$ cat config.mk
export PLATFORM = sky130hd
export DESIGN_NAME = dpx_frame_boundary_framer
export DESIGN_NICKNAME = d
export VERILOG_FILES = /design/src/rtl/core/dpxfb_pkg.sv /design/src/rtl/core/dpx_frame_boundary_framer.sv
export SDC_FILE = /design/constraint.sdc
export NUM_CORES = 1
export LEC_CHECK = 0
export ABC_AREA = 0
export BUFFER_PORTS_ARGS = -buffer_cell sky130_fd_sc_hd__buf_2
export CAP_MARGIN = 10
export CORE_MARGIN = 2
export CORE_UTILIZATION = 33
export CTS_CLUSTER_DIAMETER = 150
export CTS_CLUSTER_SIZE = 16
export DETAILED_ROUTE_END_ITERATION = 10
export PLACE_DENSITY_LB_ADDON = 0.15
export SYNTH_ARGS = -nofsm -noshare
export SYNTH_HDL_FRONTEND = slang
export SYNTH_SLANG_ARGS = --single-unit
$ cat constraint.sdc
create_clock -name clk -period 5.8 [get_ports clk]
set_clock_uncertainty 0.15 [all_clocks]
set_input_delay 0.58 -clock clk [delete_from_list [all_inputs] [get_ports clk]]
set_output_delay 0.58 -clock clk [all_outputs]
set_load 0.02 [all_outputs]
$ cat src/rtl/core/dpxfb_pkg.sv
// ----------------------------------------------------------------------------
// dpxfb_pkg
// shared constants for the dpx frame boundary framer
// ----------------------------------------------------------------------------
package dpxfb_pkg;

    localparam logic [31:0] MAGIC_BE             = 32'h5344_5058;
    localparam logic [31:0] MAGIC_LE             = 32'h5850_4453;
    localparam logic [31:0] SIZE_POSITION        = 32'd20;
    localparam logic [31:0] MAGIC_LEN            = 32'd4;
    localparam logic [31:0] POSITION_MAX         = 32'hFFFF_FFFF;
    localparam logic [15:0] MIN_FRAME_SIZE_RESET = 16'd1664;
    localparam logic [2:0]  HOLD_DEPTH           = 3'd4;

    localparam logic CMD_DATA  = 1'b0;
    localparam logic CMD_FLUSH = 1'b1;

endpackage

$ cat src/rtl/core/dpx_frame_boundary_framer.sv
// ----------------------------------------------------------------------------
// output: a data byte leaves four items later; its result is registered and
//   shows in the cycle after the fifth byte is accepted
// throughput: one item per cycle unless stalled; a flush drains up to four
//   held bytes, one per free cycle from the drain register, input held off
// reset: rst_n asynchronous active low, clears framing state, min_frame_size
//   returns to 1664
// ----------------------------------------------------------------------------
// ----------------------------------------------------------------------------
// dpx_frame_boundary_framer
// splits a byte stream into dpx frames, marking the last byte of each frame
// ----------------------------------------------------------------------------
module dpx_frame_boundary_framer
    import dpxfb_pkg::*;
(
    input  logic        clk,
    input  logic        rst_n,
    input  logic        cfg_wr_en,
    input  logic [15:0] cfg_wr_data,      // min_frame_size
    input  logic        s_axis_tvalid,
    output logic        s_axis_tready,
    input  logic [7:0]  s_axis_tdata,     // in_byte
    input  logic        s_axis_tuser,     // command
    output logic        m_axis_tvalid,
    input  logic        m_axis_tready,
    output logic [7:0]  m_axis_tdata,     // out_byte
    output logic        m_axis_tlast      // last_of_frame
);

    logic [15:0] min_frame_size_reg;
    logic [31:0] recent_reg, recent_next;
    logic [2:0]  held_reg, held_next;
    logic        in_frame_reg, in_frame_next;
    logic        big_endian_reg, big_endian_next;
    logic [31:0] position_reg, position_next;
    logic [31:0] declared_reg, declared_next;
    logic [31:0] drain_bytes_reg;
    logic [2:0]  drain_cnt_reg;
    logic        out_valid_reg;
    logic [7:0]  out_byte_reg;
    logic        out_last_reg;

    logic        out_free;
    logic        in_acc;
    logic        is_flush;
    logic        emit;
    logic        mark;
    logic        magic_be;
    logic        magic_le;
    logic [31:0] position_inc;
    logic [31:0] size_word;
    logic [1:0]  drain_idx;
    logic [2:0]  drain_cnt_dec;

    assign out_free      = !out_valid_reg || m_axis_tready;
    assign s_axis_tready = out_free && (drain_cnt_reg == 3'd0);
    assign in_acc        = s_axis_tvalid && s_axis_tready;
    assign is_flush      = (s_axis_tuser == CMD_FLUSH);
    assign emit          = (held_reg >= HOLD_DEPTH);
    assign drain_cnt_dec = drain_cnt_reg - 3'd1;
    assign drain_idx     = drain_cnt_dec[1:0];

    assign m_axis_tvalid = out_valid_reg;
    assign m_axis_tdata  = out_byte_reg;
    assign m_axis_tlast  = out_last_reg;

    always_comb
    begin
        recent_next     = {recent_reg[23:0], s_axis_tdata};
        held_next       = emit ? held_reg : held_reg + 3'd1;
        in_frame_next   = in_frame_reg;
        big_endian_next = big_endian_reg;
        position_next   = position_reg;
        declared_next   = declared_reg;
        mark            = 1'b0;
        magic_be        = (recent_next == MAGIC_BE);
        magic_le        = (recent_next == MAGIC_LE);
        position_inc    = (position_reg == POSITION_MAX) ? position_reg
                                                         : position_reg + 32'd1;
        size_word       = big_endian_reg ? recent_next
                        : {recent_next[7:0], recent_next[15:8],
                           recent_next[23:16], recent_next[31:24]};
        if (!in_frame_reg)
        begin
            if (magic_be || magic_le)
            begin
                in_frame_next   = 1'b1;
                big_endian_next = magic_be;
                position_next   = MAGIC_LEN;
            end
        end
        else
        begin
            position_next = position_inc;
            if (position_inc == SIZE_POSITION)
            begin
                declared_next = size_word;
                if (size_word <= {16'd0, min_frame_size_reg})
                begin
                    in_frame_next = 1'b0;
                end
            end
            else if (position_inc > SIZE_POSITION && position_inc >= declared_reg
                     && (magic_be || magic_le))
            begin
                mark            = emit;
                big_endian_next = magic_be;
                position_next   = MAGIC_LEN;
            end
        end
    end

    always_ff @(posedge clk or negedge rst_n)
    begin
        if (!rst_n)
        begin
            min_frame_size_reg <= MIN_FRAME_SIZE_RESET;
            recent_reg         <= '0;
            held_reg           <= '0;
            in_frame_reg       <= 1'b0;
            big_endian_reg     <= 1'b0;
            position_reg       <= '0;
            declared_reg       <= '0;
            drain_bytes_reg    <= '0;
            drain_cnt_reg      <= '0;
            out_valid_reg      <= 1'b0;
            out_byte_reg       <= '0;
            out_last_reg       <= 1'b0;
        end
        else
        begin
            if (cfg_wr_en)
            begin
                min_frame_size_reg <= cfg_wr_data;
            end

            // state update
            if (in_acc && is_flush)
            begin
                drain_bytes_reg <= recent_reg;
                drain_cnt_reg   <= held_reg;
                recent_reg      <= '0;
                held_reg        <= '0;
                in_frame_reg    <= 1'b0;
                big_endian_reg  <= 1'b0;
                position_reg    <= '0;
                declared_reg    <= '0;
            end
            else if (in_acc)
            begin
                recent_reg     <= recent_next;
                held_reg       <= held_next;
                in_frame_reg   <= in_frame_next;
                big_endian_reg <= big_endian_next;
                position_reg   <= position_next;
                declared_reg   <= declared_next;
            end

            // output register
            if (in_acc && !is_flush && emit)
            begin
                out_valid_reg <= 1'b1;
                out_byte_reg  <= recent_reg[31:24];
                out_last_reg  <= mark;
            end
            else if (drain_cnt_reg != 3'd0 && out_free)
            begin
                out_valid_reg <= 1'b1;
                out_byte_reg  <= drain_bytes_reg[8*drain_idx +: 8];
                out_last_reg  <= (drain_cnt_reg == 3'd1);
                drain_cnt_reg <= drain_cnt_dec;
            end
            else if (out_free)
            begin
                out_valid_reg <= 1'b0;
            end
        end
    end

endmodule

== After elaboration in Yosys (flattened, before gate mapping) ==
Cells that the tools add are included.

* $add $sub $neg: 3
* Muxes and demuxes: 42
* Equal/unequal tests: 8
* Reductions and logical operators: 24
* Order comparisons: 4
* Shift operators: 1

{| class="wikitable"
|+ Operators by type and width
! operator !! count
|-
| 32-bit two-way mux || 14
|-
| 32-bit by 31-bit == test with 1-bit output, second input constant || 2
|-
| 32-bit by 1-bit adder with 32-bit output, second input constant || 1
|-
| 32-bit == test, second input constant || 1
|-
| 32-bit by 5-bit == test with 1-bit output, second input constant || 1
|-
| 32-bit greater-or-equal comparator || 1
|-
| 32-bit by 5-bit greater-than comparator with 1-bit output, second input constant || 1
|-
| 32-bit by 16-bit less-or-equal comparator with 1-bit output || 1
|-
| 32-bit by 6-bit indexed part select with 8-bit output || 1
|-
| 1-bit two-way mux || 20
|-
| 3-bit two-way mux || 6
|-
| 8-bit two-way mux || 2
|-
| 3-bit nonzero test || 3
|-
| 1-bit logical AND || 8
|-
| 2-bit nonzero test || 4
|-
| 2-bit AND reduction || 2
|-
| 4-bit AND reduction || 1
|-
| 3-bit by 1-bit adder with 3-bit output, second input constant || 1
|-
| 3-bit by 1-bit == test with 1-bit output, second input constant || 1
|-
| 3-bit greater-or-equal comparator, second input constant || 1
|-
| 3-bit logical NOT || 1
|-
| 3-bit by 1-bit inequality test with 1-bit output, second input constant || 1
|-
| 3-bit by 2-bit inequality test with 1-bit output, second input constant || 1
|-
| 3-bit AND reduction || 1
|-
| 4 further kinds || 6
|}

* Word-level logic and storage cells: 94
* Register bits: 162
* Output and inout port bits: 11

== Longest topological paths before layout ==
* Depth after elaboration: 10
* Depth in mapped cells: 20
* Mapped depth without buffers: 18

== Worst setup path before layout ==
OpenSTA, ideal clock, no wires.

* Kind: register to register
* Start: register position_reg[0]
* End: register position_reg[21]
* Period minus slack after synthesis: 4.276 ns
* Data arrival time: 4.062 ns
* Path slack: 1.524 ns
* Required time: 5.586 ns
* Cell stages (with the launch flop): 20
* Buffers on the path: 2
* Setup time: 0.064 ns
* Cells stage by stage: dfrtp_1 -> ha_1 -> and4_1 -> buf_2 -> nand4_2 -> o311ai_4 -> nor2_1 -> xor2_1 -> ha_1 -> a211o_1 -> a21oi_1 -> o21ai_0 -> a211oi_1 -> nor4b_1 -> nor4_1 -> a311o_1 -> nand3_1 -> buf_2 -> nor3b_1 -> a21o_1

* Word-level cells in the longest chain between the ends: 10
* Elaborated cells on any way between the ends: 13
* Classes of those cells: add/sub (1); order compare (2); eq/ne (2); mux (6); reduce/logical (2)

{| class="wikitable"
|+ Ends and longest elaborated chain
! what !! line !! RTL
|-
| start, declared || dpx_frame_boundary_framer.sv:35 || <nowiki>logic [31:0] position_reg, position_next;</nowiki>
|-
| start signal, assigned || dpx_frame_boundary_framer.sv:155 || <nowiki>position_reg <= position_next;</nowiki>
|-
| 32-bit by 1-bit adder with 32-bit output or 32-bit == test (tied branches) || dpx_frame_boundary_framer.sv:79, dpx_frame_boundary_framer.sv:78 ||
|-
| 32-bit two-way mux (*) || dpx_frame_boundary_framer.sv:78 || <nowiki>position_inc = (position_reg == POSITION_MAX) ? position_reg</nowiki>
|-
| 32-bit by 5-bit greater-than comparator with 1-bit output or 32-bit greater-or-equal comparator (tied branches) || dpx_frame_boundary_framer.sv:103 || <nowiki>else if (position_inc > SIZE_POSITION && position_inc >= declared_reg</nowiki>
|-
| 1-bit logical AND || dpx_frame_boundary_framer.sv:103 ||
|-
| 1-bit logical AND || dpx_frame_boundary_framer.sv:104 || <nowiki>&& (magic_be || magic_le))</nowiki>
|-
| 32-bit two-way mux || dpx_frame_boundary_framer.sv:103 ||
|-
| 32-bit two-way mux (*) || dpx_frame_boundary_framer.sv:95 || <nowiki>if (position_inc == SIZE_POSITION)</nowiki>
|-
| 32-bit two-way mux (*) || dpx_frame_boundary_framer.sv:83 || <nowiki>if (!in_frame_reg)</nowiki>
|-
| 32-bit two-way mux (*) || dpx_frame_boundary_framer.sv:149 || <nowiki>else if (in_acc)</nowiki>
|-
| 32-bit two-way mux (*) || dpx_frame_boundary_framer.sv:138 || <nowiki>if (in_acc && is_flush)</nowiki>
|}

Mark *: on every way between the ends. The rest lies on a longest branch, timed or not. The select of a mux whose other input is x is not followed.
A chain may end at the register's enable or synchronous reset.

== Final worst setup path ==
* Start: register position_reg[0]
* End: register position_reg[0]

The elaborated chain is that of the path after synthesis.

==> impl_metrics.csv <==
group,metric,value,unit
power_and_ir_drop,cellPowerDensity,319,mW/mm^2
sta,worst_pin_slew,1.10,ns
layout,fill_cells,2987,
drt,route.vias.total,7828,
synth,yosysWarningCount,0,
setup_path,cp_data_required_time,6.03,ns
global_routing,antenna_found_initial,0,
min_path,hold_path.class,"in -> async",
clock_tree,ctsHoldBuffers,0,
sta,fmax,189,MHz
clock_tree,cts-root-buf,"clkbuf_16",
floorplanning,ios,41,
setup_path,worstPathArrival,5.52,ns
clock_tree,path_clk_slew,0.08,ns
drt,drt-total-wl,27500,um
sta,rsz0062_at_grt,"false",
power_and_ir_drop,clock_power_share,0.328,
setup_path,critical-path-slowest-cell,"dfrtp_1",
synth,postSynthCellCount,1089,
setup_path,cp_top_family,"compound AO/OA/AOI/OAI gates",
sta,setup_viol,0,
global_routing,grt_overflow,0,
floorplanning,row_count,63,
placed_design,portBuffers,40,
power_and_ir_drop,seq_power_share,0.435,
floorplanning,die_area,0.0314,mm^2
power_and_ir_drop,internal_power,2.25,mW
drt,drc_errors,0,
drt,viasPerCell,5.18,
layout,most-common-layout-cells,"nand2_1, dfrtp_1, o21ai_0, inv_1, ha_1",
global_routing,grt_pass1_vias,7744,
layout,antennaDiodeCount,0,
layout,layout.nets,1191,
sta,timing.final.crit_share,0.911,
global_routing,track_usage,0.186,
sta,maxSlewViolCount,0,
power_and_ir_drop,irDropWorstVdd,194,uV
status,status,"complete, no violations",
synth,yosys.cell_types.count,76,
sta,tns,0,ns
setup_path,start_kind,"register",
setup_path,cpMostUsedCell,"ha_1",
placed_design,gp_congestion,0.841,
synth,async_flop_share,1.00,
clock_tree,cts_max_level,4,
synth,synth-edff-count,0,
clock_tree,cts_buffers,17,
floorplanning,start_util,0.334,
global_routing,grt_max_degree,86,
clock_tree,cts_buffer_depth,2,
synth,synth.yosys.seq_area_share,0.411,
setup_path,crit-reg2reg-launch,"position_reg[0]",
clock_tree,cts_tree,"yes",
setup_path,crit_type,"reg -> reg",
power_and_ir_drop,switching_share,0.363,
power_and_ir_drop,pwr-share-comb,0.237,
setup_path,critPathMaxFanout,22,
sta,finalHoldViolations,0,
synth,synth_area,0.00988,mm^2
layout,final_common_cell,"nand2_1",
drt,drt_iter0_markers,597,
layout,layout-drive-gt1-share,0.158,
setup_path,end_kind,"register",
drt,drt-pass1-iter-count,5,
floorplanning,fp.dieH,177,um
synth,ys_dominant_reg_cell,"dfrtp_1",
clock_tree,clock_latency,0.44,ns
layout,syn_to_final_growth,12.1,%
global_routing,grt_pass1_wl,45100,um
clock_tree,cts_sinks,162,
layout,fin_util,0.375,
synth,synth-seq-cells,162,
setup_path,crit_chain,"ha_1, and4_1, nand4_2, o311ai_4, nor2_1, xor2_1, ha_1, a211o_1, a21oi_1, o21ai_0, a211oi_1, nor4b_1, nor4_1, a311o_1, nand3_1, buf_4, o31ai_1, mux2_2",
sta,relSlewSlack,0.265,
synth,synth_nets,1172,
floorplanning,core_area,0.0296,mm^2
power_and_ir_drop,p_sw,1.29,mW
floorplanning,die_x,177,um
power_and_ir_drop,total_power,3.54,mW
setup_path,crit_start,"position_reg[0]",
run,maxCapViolCount,0,
sta,min_period,5.29,ns
setup_path,worst_path_largest_cell_delay,0.45,ns
placed_design,dp_hpwl,19900,um
synth,syn_avg_cell_area,9.08,um^2
power_and_ir_drop,p_leak,5.20,nW
drt,ant_nets,0,
setup_path,crit_buf_inv,1,
drt,avgRoutedWirePerCell,18.2,um
==> layer usage <==
metal / wire [um] / global-route usage
met1: 13900 / 0.273
met2: 12300 / 0.284
met3: 812 / 0.0260
met4: 499 / 0.0517
met5: 0 / 0
==> kinds of logic (layout without fill, tap and decap cells) <==
| kind of cell | Yosys count | after routing | synth area share |
|---|---|---|---|
| multiplexers | 51 | 51 | 0.0649 |
| AO/OA/AOI/OAI | 222 | 222 | 0.157 |
| buffers and inverters | 125 | 157 | 0.0535 |
| AND/OR/NAND/NOR | 454 | 454 | 0.226 |
| XOR/XNOR | 22 | 22 | 0.0203 |
| flip-flops | 162 | 162 | 0.411 |
| adder cells (fa/ha/maj) | 53 | 53 | 0.0671 |
==> worst register-to-register path: stages (launching register included) <==
cell	delay [ns]
dfrtp_1	0.45
ha_1	0.29
and4_1	0.42
nand4_2	0.33
o311ai_4	0.43
nor2_1	0.13
xor2_1	0.24
ha_1	0.29
a211o_1	0.29
a21oi_1	0.10
o21ai_0	0.11
a211oi_1	0.45
nor4b_1	0.12
nor4_1	0.34
a311o_1	0.21
nand3_1	0.09
buf_4	0.24
o31ai_1	0.32
mux2_2	0.22
==> synthesized netlist by cell type (all sizes together), types with 8 or more instances <==
master / count / area [um^2]
buf: 29 / 168
inv: 60 / 225
mux2: 22 / 251
mux2i: 21 / 210
a32o: 18 / 180
nand2: 252 / 946
nor3: 21 / 143
a21oi: 30 / 150
nor2: 51 / 209
and3: 8 / 55.1
ha: 53 / 663
and2: 9 / 56.3
a22oi: 8 / 60.1
a22o: 11 / 96.3
nand4: 26 / 181
xor2: 12 / 105
a21o: 19 / 143
nand3: 19 / 115
dfrtp: 159 / 3980
clkbuf: 35 / 133
mux4: 8 / 180
nand2b: 9 / 56.3
o21ai: 71 / 359
xnor2: 10 / 95.1
a211oi: 19 / 173
nor4: 17 / 151
or3: 8 / 50.1
==> power by group through the flow <==
stage | Sequential [mW] | Clock, mW | Combinational, mW
detailed placement | 1.57 | 0 | 0.847
CTS | 1.54 | 1.19 | 0.850
global placement | 1.56 | 0 | 0.840
floorplan | 1.49 | 0 | 0.588
finish | 1.54 | 1.16 | 0.838
global route | 1.58 | 1.24 | 0.951
==> final cells by class <==
class,count,area [um^2],area share
Inverter,61,229,0.0207
Multi-Input combinational cell,802,5310,0.479
Timing Repair Buffer,64,387,0.0349
Sequential cell,162,4060,0.366
Tap cell,390,488,0.0440
Clock inverter,15,189,0.0170
Clock buffer,17,425,0.0384
==> per-stage QoR <==
stage,setup slack (ns),cell area (um^2),hold slack [ns],std cells
3_5_place_dp,0.321,10400,0.302,1473
4_1_cts,0.270,11000,0.108,1505
5_1_grt,0.0375,11100,0.122,1511
2_1_floorplan,1.52,9880,0.134,1089
3_3_place_gp,0.482,10400,0.296,1473
6_report,0.514,11100,0.0637,1511
==> final timing paths <==
kind / end / slack (ns) / cells after the start
max in group asynchronous: recent_reg[10] / 4.28 / 2
worst max-delay path: position_reg[0] / 0.51 / 18
worst max register to register: position_reg[0] / 0.51 / 18
worst min register to register: m_axis_tdata[6] / 0.31 / 2
min in group clk: min_frame_size_reg[6] / 0.20 / 3
worst min-delay path: m_axis_tvalid / 0.06 / 1
==> timing repair <==
item                       CTS  global route
setup buffers                0             6
resized for setup            0             1
setup endpoints to repair    0            16
(Power assumes the default switching activity.)
